**src/hdl/clt_pkg.sv**
```systemverilog
// ----------------------------------------------------------------------------
// clt_pkg
// Shared types and constants of the configuration line tokenizer: byte
// classes, event codes, character codes, default widths and queue depth.
// ----------------------------------------------------------------------------
package clt_pkg;

  // default widths of the position and line counters
  localparam int unsigned POS_WIDTH_DEF  = 24;
  localparam int unsigned LINE_WIDTH_DEF = 20;

  // queue between classifier and execution part
  localparam int unsigned QUEUE_DEPTH = 2;
  localparam int unsigned QUEUE_AW    = $clog2(QUEUE_DEPTH);
  localparam int unsigned QUEUE_CW    = $clog2(QUEUE_DEPTH + 1);

  // character codes
  localparam logic [7:0] CH_UNDERSCORE = 8'h5f;
  localparam logic [7:0] CH_DOT        = 8'h2e;
  localparam logic [7:0] CH_SLASH      = 8'h2f;
  localparam logic [7:0] CH_LBRACE     = 8'h7b;
  localparam logic [7:0] CH_RBRACE     = 8'h7d;
  localparam logic [7:0] CH_HASH       = 8'h23;
  localparam logic [7:0] CH_SEMI       = 8'h3b;
  localparam logic [7:0] CH_SPACE      = 8'h20;
  localparam logic [7:0] CH_TAB        = 8'h09;
  localparam logic [7:0] CH_LF         = 8'h0a;
  localparam logic [7:0] CH_CR         = 8'h0d;
  localparam logic [7:0] CH_LOWER_A    = 8'h61;
  localparam logic [7:0] CH_LOWER_Z    = 8'h7a;
  localparam logic [7:0] CH_UPPER_A    = 8'h41;
  localparam logic [7:0] CH_UPPER_Z    = 8'h5a;
  localparam logic [7:0] CH_DIGIT_0    = 8'h30;
  localparam logic [7:0] CH_DIGIT_9    = 8'h39;

  // byte classes produced by the front part
  typedef enum logic [3:0] {
    CLS_WORD,
    CLS_EOL,
    CLS_OPEN,
    CLS_CLOSE,
    CLS_HASH,
    CLS_SEMI,
    CLS_BLANK,
    CLS_OTHER,
    CLS_END
  } cls_e;

  // result event codes
  typedef enum logic [2:0] {
    EVT_WORD  = 3'd0,
    EVT_OK    = 3'd1,
    EVT_OPEN  = 3'd2,
    EVT_CLOSE = 3'd3,
    EVT_ERROR = 3'd4,
    EVT_END   = 3'd5
  } evt_e;

endpackage

```
**src/hdl/clt_front.sv**
```systemverilog
// ----------------------------------------------------------------------------
// clt_front
// Byte classifier: maps an incoming text byte or end mark to its class.
// ----------------------------------------------------------------------------
module clt_front (
  input  logic          [7:0] text_byte_i,
  input  logic                end_of_input_i,
  output clt_pkg::cls_e       cls_o
);

  // classify the byte, end mark first
  always_comb begin
    if (end_of_input_i) begin
      cls_o = clt_pkg::CLS_END;
    end else if (text_byte_i inside {[clt_pkg::CH_LOWER_A:clt_pkg::CH_LOWER_Z],
                                     [clt_pkg::CH_UPPER_A:clt_pkg::CH_UPPER_Z],
                                     [clt_pkg::CH_DIGIT_0:clt_pkg::CH_DIGIT_9],
                                     clt_pkg::CH_UNDERSCORE, clt_pkg::CH_DOT,
                                     clt_pkg::CH_SLASH}) begin
      cls_o = clt_pkg::CLS_WORD;
    end else if (text_byte_i inside {clt_pkg::CH_LF, clt_pkg::CH_CR}) begin
      cls_o = clt_pkg::CLS_EOL;
    end else if (text_byte_i inside {clt_pkg::CH_SPACE, clt_pkg::CH_TAB}) begin
      cls_o = clt_pkg::CLS_BLANK;
    end else begin
      case (text_byte_i)
        clt_pkg::CH_LBRACE: cls_o = clt_pkg::CLS_OPEN;
        clt_pkg::CH_RBRACE: cls_o = clt_pkg::CLS_CLOSE;
        clt_pkg::CH_HASH:   cls_o = clt_pkg::CLS_HASH;
        clt_pkg::CH_SEMI:   cls_o = clt_pkg::CLS_SEMI;
        default:            cls_o = clt_pkg::CLS_OTHER;
      endcase
    end
  end

endmodule

```
**src/hdl/clt_queue.sv**
```systemverilog
// ----------------------------------------------------------------------------
// clt_queue
// Short FIFO of byte classes between the classifier and the execution part.
// ----------------------------------------------------------------------------
module clt_queue (
  input  logic          clk_i,
  input  logic          rst_ni,
  input  logic          wr_valid_i,
  output logic          wr_stall_o,
  input  clt_pkg::cls_e wr_cls_i,
  output logic          rd_valid_o,
  input  logic          rd_take_i,
  output clt_pkg::cls_e rd_cls_o
);

  clt_pkg::cls_e                      mem_q [clt_pkg::QUEUE_DEPTH];
  logic [clt_pkg::QUEUE_AW-1:0]       wr_ptr_q, wr_ptr_d;
  logic [clt_pkg::QUEUE_AW-1:0]       rd_ptr_q, rd_ptr_d;
  logic [clt_pkg::QUEUE_CW-1:0]       count_q, count_d;
  logic                               push, pop;

  assign wr_stall_o = (count_q == clt_pkg::QUEUE_CW'(clt_pkg::QUEUE_DEPTH));
  assign rd_valid_o = (count_q != '0);
  assign rd_cls_o   = mem_q[rd_ptr_q];

  assign push = wr_valid_i && !wr_stall_o;
  assign pop  = rd_take_i && rd_valid_o;

  // pointer and fill count
  always_comb begin
    wr_ptr_d = push ? wr_ptr_q + 1'b1 : wr_ptr_q;
    rd_ptr_d = pop ? rd_ptr_q + 1'b1 : rd_ptr_q;
    count_d  = count_q;
    if (push && !pop) begin
      count_d = count_q + 1'b1;
    end else if (pop && !push) begin
      count_d = count_q - 1'b1;
    end
  end

  always_ff @(posedge clk_i or negedge rst_ni) begin
    if (!rst_ni) begin
      wr_ptr_q <= '0;
      rd_ptr_q <= '0;
      count_q  <= '0;
    end else begin
      wr_ptr_q <= wr_ptr_d;
      rd_ptr_q <= rd_ptr_d;
      count_q  <= count_d;
    end
  end

  // storage
  always_ff @(posedge clk_i) begin
    if (push) begin
      mem_q[wr_ptr_q] <= wr_cls_i;
    end
  end

endmodule

```
**src/hdl/clt_back.sv**
```systemverilog
// ----------------------------------------------------------------------------
// clt_back
// Execution part: keeps position, line count and statement flags, and
// registers a result word for each taken class that closes a word or gives an event.
// ----------------------------------------------------------------------------
module clt_back #(
  parameter int unsigned POS_WIDTH  = clt_pkg::POS_WIDTH_DEF,
  parameter int unsigned LINE_WIDTH = clt_pkg::LINE_WIDTH_DEF
) (
  input  logic                  clk_i,
  input  logic                  rst_ni,
  input  logic                  q_valid_i,
  input  clt_pkg::cls_e         q_cls_i,
  output logic                  q_take_o,
  output logic                  out_valid_o,
  input  logic                  out_stall_i,
  output logic [2:0]            event_kind_o,
  output logic [1:0]            word_index_o,
  output logic [POS_WIDTH-1:0]  word_start_o,
  output logic [POS_WIDTH-1:0]  word_end_o,
  output logic [LINE_WIDTH-1:0] line_number_o
);

  localparam logic [LINE_WIDTH-1:0] LINE_ONE = LINE_WIDTH'(1);

  // tokenizer state
  logic [POS_WIDTH-1:0]  pos_q, pos_d;
  logic [LINE_WIDTH-1:0] line_q, line_d;
  logic [1:0]            words_q, words_d;
  logic                  in_word_q, in_word_d;
  logic                  semi_q, semi_d;
  logic                  comment_q, comment_d;
  logic [POS_WIDTH-1:0]  first_q, first_d;
  logic [POS_WIDTH-1:0]  last_q, last_d;

  // output register
  logic                  out_valid_q, out_valid_d;
  clt_pkg::evt_e         kind_q, kind_d;
  logic [1:0]            index_q, index_d;
  logic [POS_WIDTH-1:0]  start_q, start_d;
  logic [POS_WIDTH-1:0]  end_q, end_d;
  logic [LINE_WIDTH-1:0] lnum_q;

  logic                  emit_evt;
  logic                  emit_word;
  clt_pkg::evt_e         evt_kind;

  // take a class whenever the output slot is free or being emptied
  assign q_take_o = q_valid_i && (!out_valid_q || !out_stall_i);

  // per-class state update
  always_comb begin
    pos_d     = pos_q;
    line_d    = line_q;
    words_d   = words_q;
    in_word_d = in_word_q;
    semi_d    = semi_q;
    comment_d = comment_q;
    first_d   = first_q;
    last_d    = last_q;
    emit_evt  = 1'b0;
    emit_word = 1'b0;
    evt_kind  = clt_pkg::EVT_ERROR;

    if (q_cls_i == clt_pkg::CLS_END) begin
      emit_evt = 1'b1;
      evt_kind = clt_pkg::EVT_END;
    end else begin
      pos_d = pos_q + 1'b1;
      if (q_cls_i == clt_pkg::CLS_EOL) begin
        // line end, also closes a comment
        comment_d = 1'b0;
        line_d    = (line_q == '1) ? line_q : line_q + 1'b1;
        if (words_q == 2'd2 || semi_q) begin
          emit_evt = 1'b1;
          evt_kind = clt_pkg::EVT_OK;
        end else if (in_word_q) begin
          emit_evt = 1'b1;
          evt_kind = clt_pkg::EVT_ERROR;
        end
      end else if (!comment_q) begin
        case (q_cls_i)
          clt_pkg::CLS_WORD: begin
            if (!in_word_q) begin
              in_word_d = 1'b1;
              first_d   = pos_q;
            end
            last_d = pos_q;
          end
          clt_pkg::CLS_OPEN: begin
            emit_evt = 1'b1;
            evt_kind = clt_pkg::EVT_OPEN;
          end
          clt_pkg::CLS_CLOSE: begin
            emit_evt = 1'b1;
            evt_kind = clt_pkg::EVT_CLOSE;
          end
          clt_pkg::CLS_HASH: begin
            comment_d = 1'b1;
          end
          clt_pkg::CLS_SEMI: begin
            semi_d = 1'b1;
            if (words_q == 2'd2) begin
              emit_evt = 1'b1;
              evt_kind = clt_pkg::EVT_OK;
            end else if (in_word_q) begin
              emit_word = 1'b1;
            end
          end
          clt_pkg::CLS_BLANK: begin
            if (!semi_q && in_word_q) begin
              emit_word = 1'b1;
            end
          end
          default: begin
            emit_evt = 1'b1;
            evt_kind = clt_pkg::EVT_ERROR;
          end
        endcase
      end
    end

    // word closed: bump the saturating word count
    if (emit_word) begin
      words_d   = (words_q == 2'd3) ? words_q : words_q + 2'd1;
      in_word_d = 1'b0;
    end

    // non-word result clears the statement flags
    if (emit_evt) begin
      words_d   = '0;
      in_word_d = 1'b0;
      semi_d    = 1'b0;
      comment_d = 1'b0;
      first_d   = '0;
      last_d    = '0;
    end
  end

  // result word contents
  always_comb begin
    if (emit_word) begin
      kind_d  = clt_pkg::EVT_WORD;
      index_d = words_q;
      start_d = first_q;
      end_d   = last_q;
    end else begin
      kind_d  = evt_kind;
      index_d = '0;
      start_d = '0;
      end_d   = '0;
    end
  end

  // output slot occupancy
  always_comb begin
    if (q_take_o) begin
      out_valid_d = emit_evt || emit_word;
    end else begin
      out_valid_d = out_valid_q && out_stall_i;
    end
  end

  // control state
  always_ff @(posedge clk_i or negedge rst_ni) begin
    if (!rst_ni) begin
      pos_q       <= '0;
      line_q      <= LINE_ONE;
      words_q     <= '0;
      in_word_q   <= 1'b0;
      semi_q      <= 1'b0;
      comment_q   <= 1'b0;
      first_q     <= '0;
      last_q      <= '0;
      out_valid_q <= 1'b0;
    end else begin
      out_valid_q <= out_valid_d;
      if (q_take_o) begin
        pos_q     <= pos_d;
        line_q    <= line_d;
        words_q   <= words_d;
        in_word_q <= in_word_d;
        semi_q    <= semi_d;
        comment_q <= comment_d;
        first_q   <= first_d;
        last_q    <= last_d;
      end
    end
  end

  // result payload
  always_ff @(posedge clk_i) begin
    if (q_take_o && (emit_evt || emit_word)) begin
      kind_q  <= kind_d;
      index_q <= index_d;
      start_q <= start_d;
      end_q   <= end_d;
      lnum_q  <= line_d;
    end
  end

  assign out_valid_o   = out_valid_q;
  assign event_kind_o  = kind_q;
  assign word_index_o  = index_q;
  assign word_start_o  = start_q;
  assign word_end_o    = end_q;
  assign line_number_o = lnum_q;

endmodule

```
**src/hdl/config_line_tokenizer_unit.sv**
```systemverilog
// An accepted byte's class is queued; any result word is registered when it is taken.
// Throughput: one byte per cycle; the execution part updates its state and the
// output register together as it takes a class, so only output stall slows the stream.
// A two-entry class queue holds up to two classes while the output is held.
// Reset (rst_ni low, asynchronous): position 0, line 1, flags clear, queue empty.
// ----------------------------------------------------------------------------
// config_line_tokenizer_unit
// Byte-serial tokenizer for line-oriented configuration text: classifier,
// class queue and execution part with a registered result word.
// ----------------------------------------------------------------------------
module config_line_tokenizer_unit #(
  parameter int unsigned POS_WIDTH  = clt_pkg::POS_WIDTH_DEF,
  parameter int unsigned LINE_WIDTH = clt_pkg::LINE_WIDTH_DEF
) (
  input  logic                  clk_i,
  input  logic                  rst_ni,
  input  logic                  in_valid_i,
  output logic                  in_stall_o,
  input  logic [7:0]            text_byte_i,
  input  logic                  end_of_input_i,
  output logic                  out_valid_o,
  input  logic                  out_stall_i,
  output logic [2:0]            event_kind_o,
  output logic [1:0]            word_index_o,
  output logic [POS_WIDTH-1:0]  word_start_o,
  output logic [POS_WIDTH-1:0]  word_end_o,
  output logic [LINE_WIDTH-1:0] line_number_o
);

  clt_pkg::cls_e in_cls;
  clt_pkg::cls_e q_cls;
  logic          q_valid;
  logic          q_take;

  // classify incoming byte
  clt_front u_front (
    .text_byte_i    (text_byte_i),
    .end_of_input_i (end_of_input_i),
    .cls_o          (in_cls)
  );

  // decoupling queue
  clt_queue u_queue (
    .clk_i      (clk_i),
    .rst_ni     (rst_ni),
    .wr_valid_i (in_valid_i),
    .wr_stall_o (in_stall_o),
    .wr_cls_i   (in_cls),
    .rd_valid_o (q_valid),
    .rd_take_i  (q_take),
    .rd_cls_o   (q_cls)
  );

  // tokenizer state and result register
  clt_back #(
    .POS_WIDTH  (POS_WIDTH),
    .LINE_WIDTH (LINE_WIDTH)
  ) u_back (
    .clk_i         (clk_i),
    .rst_ni        (rst_ni),
    .q_valid_i     (q_valid),
    .q_cls_i       (q_cls),
    .q_take_o      (q_take),
    .out_valid_o   (out_valid_o),
    .out_stall_i   (out_stall_i),
    .event_kind_o  (event_kind_o),
    .word_index_o  (word_index_o),
    .word_start_o  (word_start_o),
    .word_end_o    (word_end_o),
    .line_number_o (line_number_o)
  );

endmodule
```
**config.mk**
```make
export PLATFORM = sky130hd
export DESIGN_NAME = config_line_tokenizer_unit
export DESIGN_NICKNAME = d
export VERILOG_FILES = /design/src/hdl/clt_pkg.sv /design/src/hdl/clt_front.sv /design/src/hdl/clt_queue.sv /design/src/hdl/clt_back.sv /design/src/hdl/config_line_tokenizer_unit.sv
export SDC_FILE = /design/constraint.sdc
export NUM_CORES = 1
export LEC_CHECK = 0
export BUFFER_PORTS_ARGS = -buffer_cell sky130_fd_sc_hd__buf_2
export CAP_MARGIN = 20
export CORE_ASPECT_RATIO = 1.25
export CORE_MARGIN = 2
export CORE_UTILIZATION = 45
export DETAILED_ROUTE_END_ITERATION = 8
export GPL_ROUTABILITY_DRIVEN = 0
export SLEW_MARGIN = 20
export SYNTH_ARGS = -nofsm -noshare
export SYNTH_HDL_FRONTEND = slang
export SYNTH_HIERARCHICAL = 1
export SYNTH_SLANG_ARGS = --single-unit
```
**constraint.sdc**
```tcl
create_clock -name clk_i -period 7.4 [get_ports clk_i]
set_input_delay 0 -clock clk_i [delete_from_list [all_inputs] [get_ports clk_i]]
set_output_delay 0 -clock clk_i [all_outputs]
set_load 0.02 [all_outputs]
```
==> summary.txt <==
Timing
  – Worst Tran Pin Value: 1.02 ns
  – Final Max Slew Viols: 0
  – Tmin final: 3.53 ns
  – RSZ-0062 raised after global routing: no
  – Slew HR: between 30 and 40%
  – Final Hold Fails: 0
  – Period utilisation layout: 47.7%
  – Clk_skew: 0.0101 ns
  – Setup TNS: 0 ns
  – Max frequency: 283 MHz
  – Final setup vio count: 0

Clock network
  – CTS Buf Count: 17
  – H-tree levels: 4
  – Root Driver: clkbuf_16
  – Postcts setup bufs: 0
  – Max clock buf depth: 2
  – Post-cts resize count: 0
  – Clk_lat worst skew: 0.42 ns
  – CTS tree: yes
  – Clk pin slew, worst setup/hold paths: 0.07 ns
  – Sinks on Clock Net: roughly 180
  – Hold_buf cts: 5

Finish
  – Number of fill cells: 1508
  – Area growth syn-to-layout: 15.2%
  – Final net count: 730
  – Layout Utilization: 52.6%
  – Most frequent cells in the layout: dfrtp_1 (101), buf_2 (86), edfxtp_1 (81)
  – Reg area: 0.00499 mm2
  – Multi-input logic area: 0.00273 mm2
  – Share of layout cells above drive strength 1: between 20% and 30%
  – Most common cell after layout, fill and taps aside: dfrtp_1
  – ANT cells: 0

Logic synthesis
  – Mean Syn Cell Area: 12.7 um2
  – Sequential share of the synthesized area: 62.9%
  – Asr flop ratio synth: 55.7%
  – Post-synth top flop: dfrtp_1
  – Post-synthesis adder-cell area fraction: less than 1%
  – Compound-Gate Fraction of Synth Area: 9.58%
  – Mux cell area share after synthesis: approximately 1.5%
  – Count of cell types in the netlist: 71
  – EDFF count, synth: 81
  – Largest family of logic cells by synthesized area: simple AND/OR/NAND/NOR gates
  – Synth Instances: 625
  – Post-Syn Area: around 0.008 mm2
  – Synthesis-stage register bit count: 183
  – Post-synth net total: 643
  – Synth warn: 6
  – Synth Area in Simple Gates: between 10% and 20%
  – Synth Area in XOR/XNOR: between 6 and 7%

Die
  – CORE AREA: 0.0174 mm2
  – Die X-Extent: 123 um
  – I/O Pins: between 80 and 90
  – Row count: 54
  – Die area: 0.0187 mm2
  – Die H: 152 um
  – Initial Utilization: 45.7%

Power and ir drop
  – Switching share of power: 35.9%
  – Combinational share of power: 29.9%
  – Cell-internal power: 2.18 mW
  – Power Density: 373 mW/mm2
  – NetSw: ~1.2 mW
  – VDD IR-drop max: about 0.25 mV
  – Static Leakage: roughly 4 nW
  – Total Power: about 3.4 mW
  – Register share of total power: between 40 and 50%
  – Clock group share of total power: 25.0%

Worst hold path
  – Worst min path class: in -> async

Drt
  – DR vias: 5020
  – Avg WL per Cell: 15.6 um
  – DR iter-0 viols: 404
  – Post-Route WL: 14800 um
  – Via density: 5.29
  – ANT nets after route: 0
  – DR pass1 iterations: 4
  – DRC violations left: 0

Place
  – I/O Buffers: 87
  – DP HPWL: just under 10000 um

GRT
  – Initial antenna violation count: 0
  – GRT Util Overall: 16.8%
  – Largest net degree at the start of global routing: between 70 and 80
  – Total grt overflow: 0
  – Vias in the first global route: 4909
  – First-pass GRT wire length: 24600 um

Run
  – # Max-Cap Violations: 0

Critical path
  – Worst setup EP type: register
  – WS Path Type: reg -> reg
  – R2r worst-path depth: 5
  – Critical path arrival: between 3 and 4 ns
  – Worst EP required: 7.44 ns
  – Worst Setup Start Kind: register
  – Max FO, Critical Path: 74
  – R2r setup slk: 3.87 ns

Run status
  – Status: finished clean
==> worst max-delay path: stages, from the launching register on <==
cell and delay (ns):
dfrtp_1 0.45, mux2_1 0.58, nor4b_1 0.71, o31ai_1 0.21, o211ai_1 0.28, o21a_4 0.84
==> cell type report <==
| cell class | count | area share (%) |
|---|---|---|
| timing repair buffer | 98 | 5.84 |
| sequential | 183 | 54.6 |
| clock inverter | 13 | 1.33 |
| inverter | 12 | 0.575 |
| tap | 224 | 3.07 |
| multi-input combinational | 400 | 29.9 |
| clock buffer | 19 | 4.74 |
==> power by group through the flow <==
stage | logic (mW) | registers, mW | clock network (mW)
CTS | 1.04 | 1.54 | 0.873
detailed placement | 1.03 | 1.56 | 0
global placement | 1.01 | 1.55 | 0
finish | 1.02 | 1.53 | 0.852
floorplan | 0.469 | 1.80 | 0
global route | 1.11 | 1.57 | 0.922
==> path summary, 6_finish.rpt <==
kind | end | start
min in group clk_i | u_queue/mem_q[0][2] | text_byte_i[0]
min reg2reg | u_back/first_q[0] | u_back/first_q[0]
max reg2reg | u_back/line_number_o[18] | u_queue/rd_ptr_q
min | u_back/line_q[4] | rst_ni
max in group asynchronous | u_back/pos_q[22] | rst_ni
max | u_back/line_number_o[18] | u_queue/rd_ptr_q
==> cell usage after synthesis (7+ instances only) <==
library cell  instances  area [um2]
a21oi_1              11        55.1
a22o_1               48         420
a31oi_1               7        43.8
and2_1               51         319
and3_1                7        43.8
buf_2                 8        40.0
clkbuf_1             11        41.3
dfrtp_1             101        2530
edfxtp_1             81        2430
inv_1                10        37.5
nand2_1              42         158
nand3_1              14        70.1
nand4_1              17         106
nor2_1               43         161
nor3_1               17        85.1
xnor2_1              27         236
xor2_1               30         263
==> layer usage <==
metal	up-vias	global-route usage, %	share of wire (%)
met5	-	0	0
met4	0	6.35	1.5
met3	15	3.33	3.7
li1	2436	-	-
met1	2452	21.3	44
met2	117	28.1	50
==> stage by stage <==
step / std cells / hold WS [ns] / area (um2) / worst slack, ns
final: 949 / 0.0263 / 9130 / 3.87
after global routing: 949 / 0.0539 / 9130 / 3.68
after CTS: 949 / 0.0341 / 9130 / 3.87
after detailed placement: 912 / -0.0525 / 8530 / 3.90
after global placement: 912 / -0.0570 / 8530 / 4.07
after floorplan: 625 / -0.296 / 7930 / 3.49
==> state kept, by name, summed over array words and instances (netlist names), 3 cells and up <==
| name | cells |
|---|---|
| u_back/pos_q | 24 |
| u_queue/mem_q | 8 |
| u_back/line_number_o | 20 |
| u_back/line_q | 20 |
| u_back/word_end_o | 24 |
| u_back/last_q | 24 |
| u_back/event_kind_o | 3 |
| u_back/first_q | 24 |
| u_back/word_start_o | 24 |
==> cells by family (layout without fill, tap and decap cells) <==
| group | count (synthesis) | after routing |
|---|---|---|
| flops | 183 | 183 |
| xor+xnor | 58 | 58 |
| buf+inv | 42 | 142 |
| mux | 11 | 11 |
| fa+ha+maj | 5 | 5 |
| simple gates | 228 | 228 |
| compound gates | 98 | 98 |
Power figures use the tool's default switching activity.
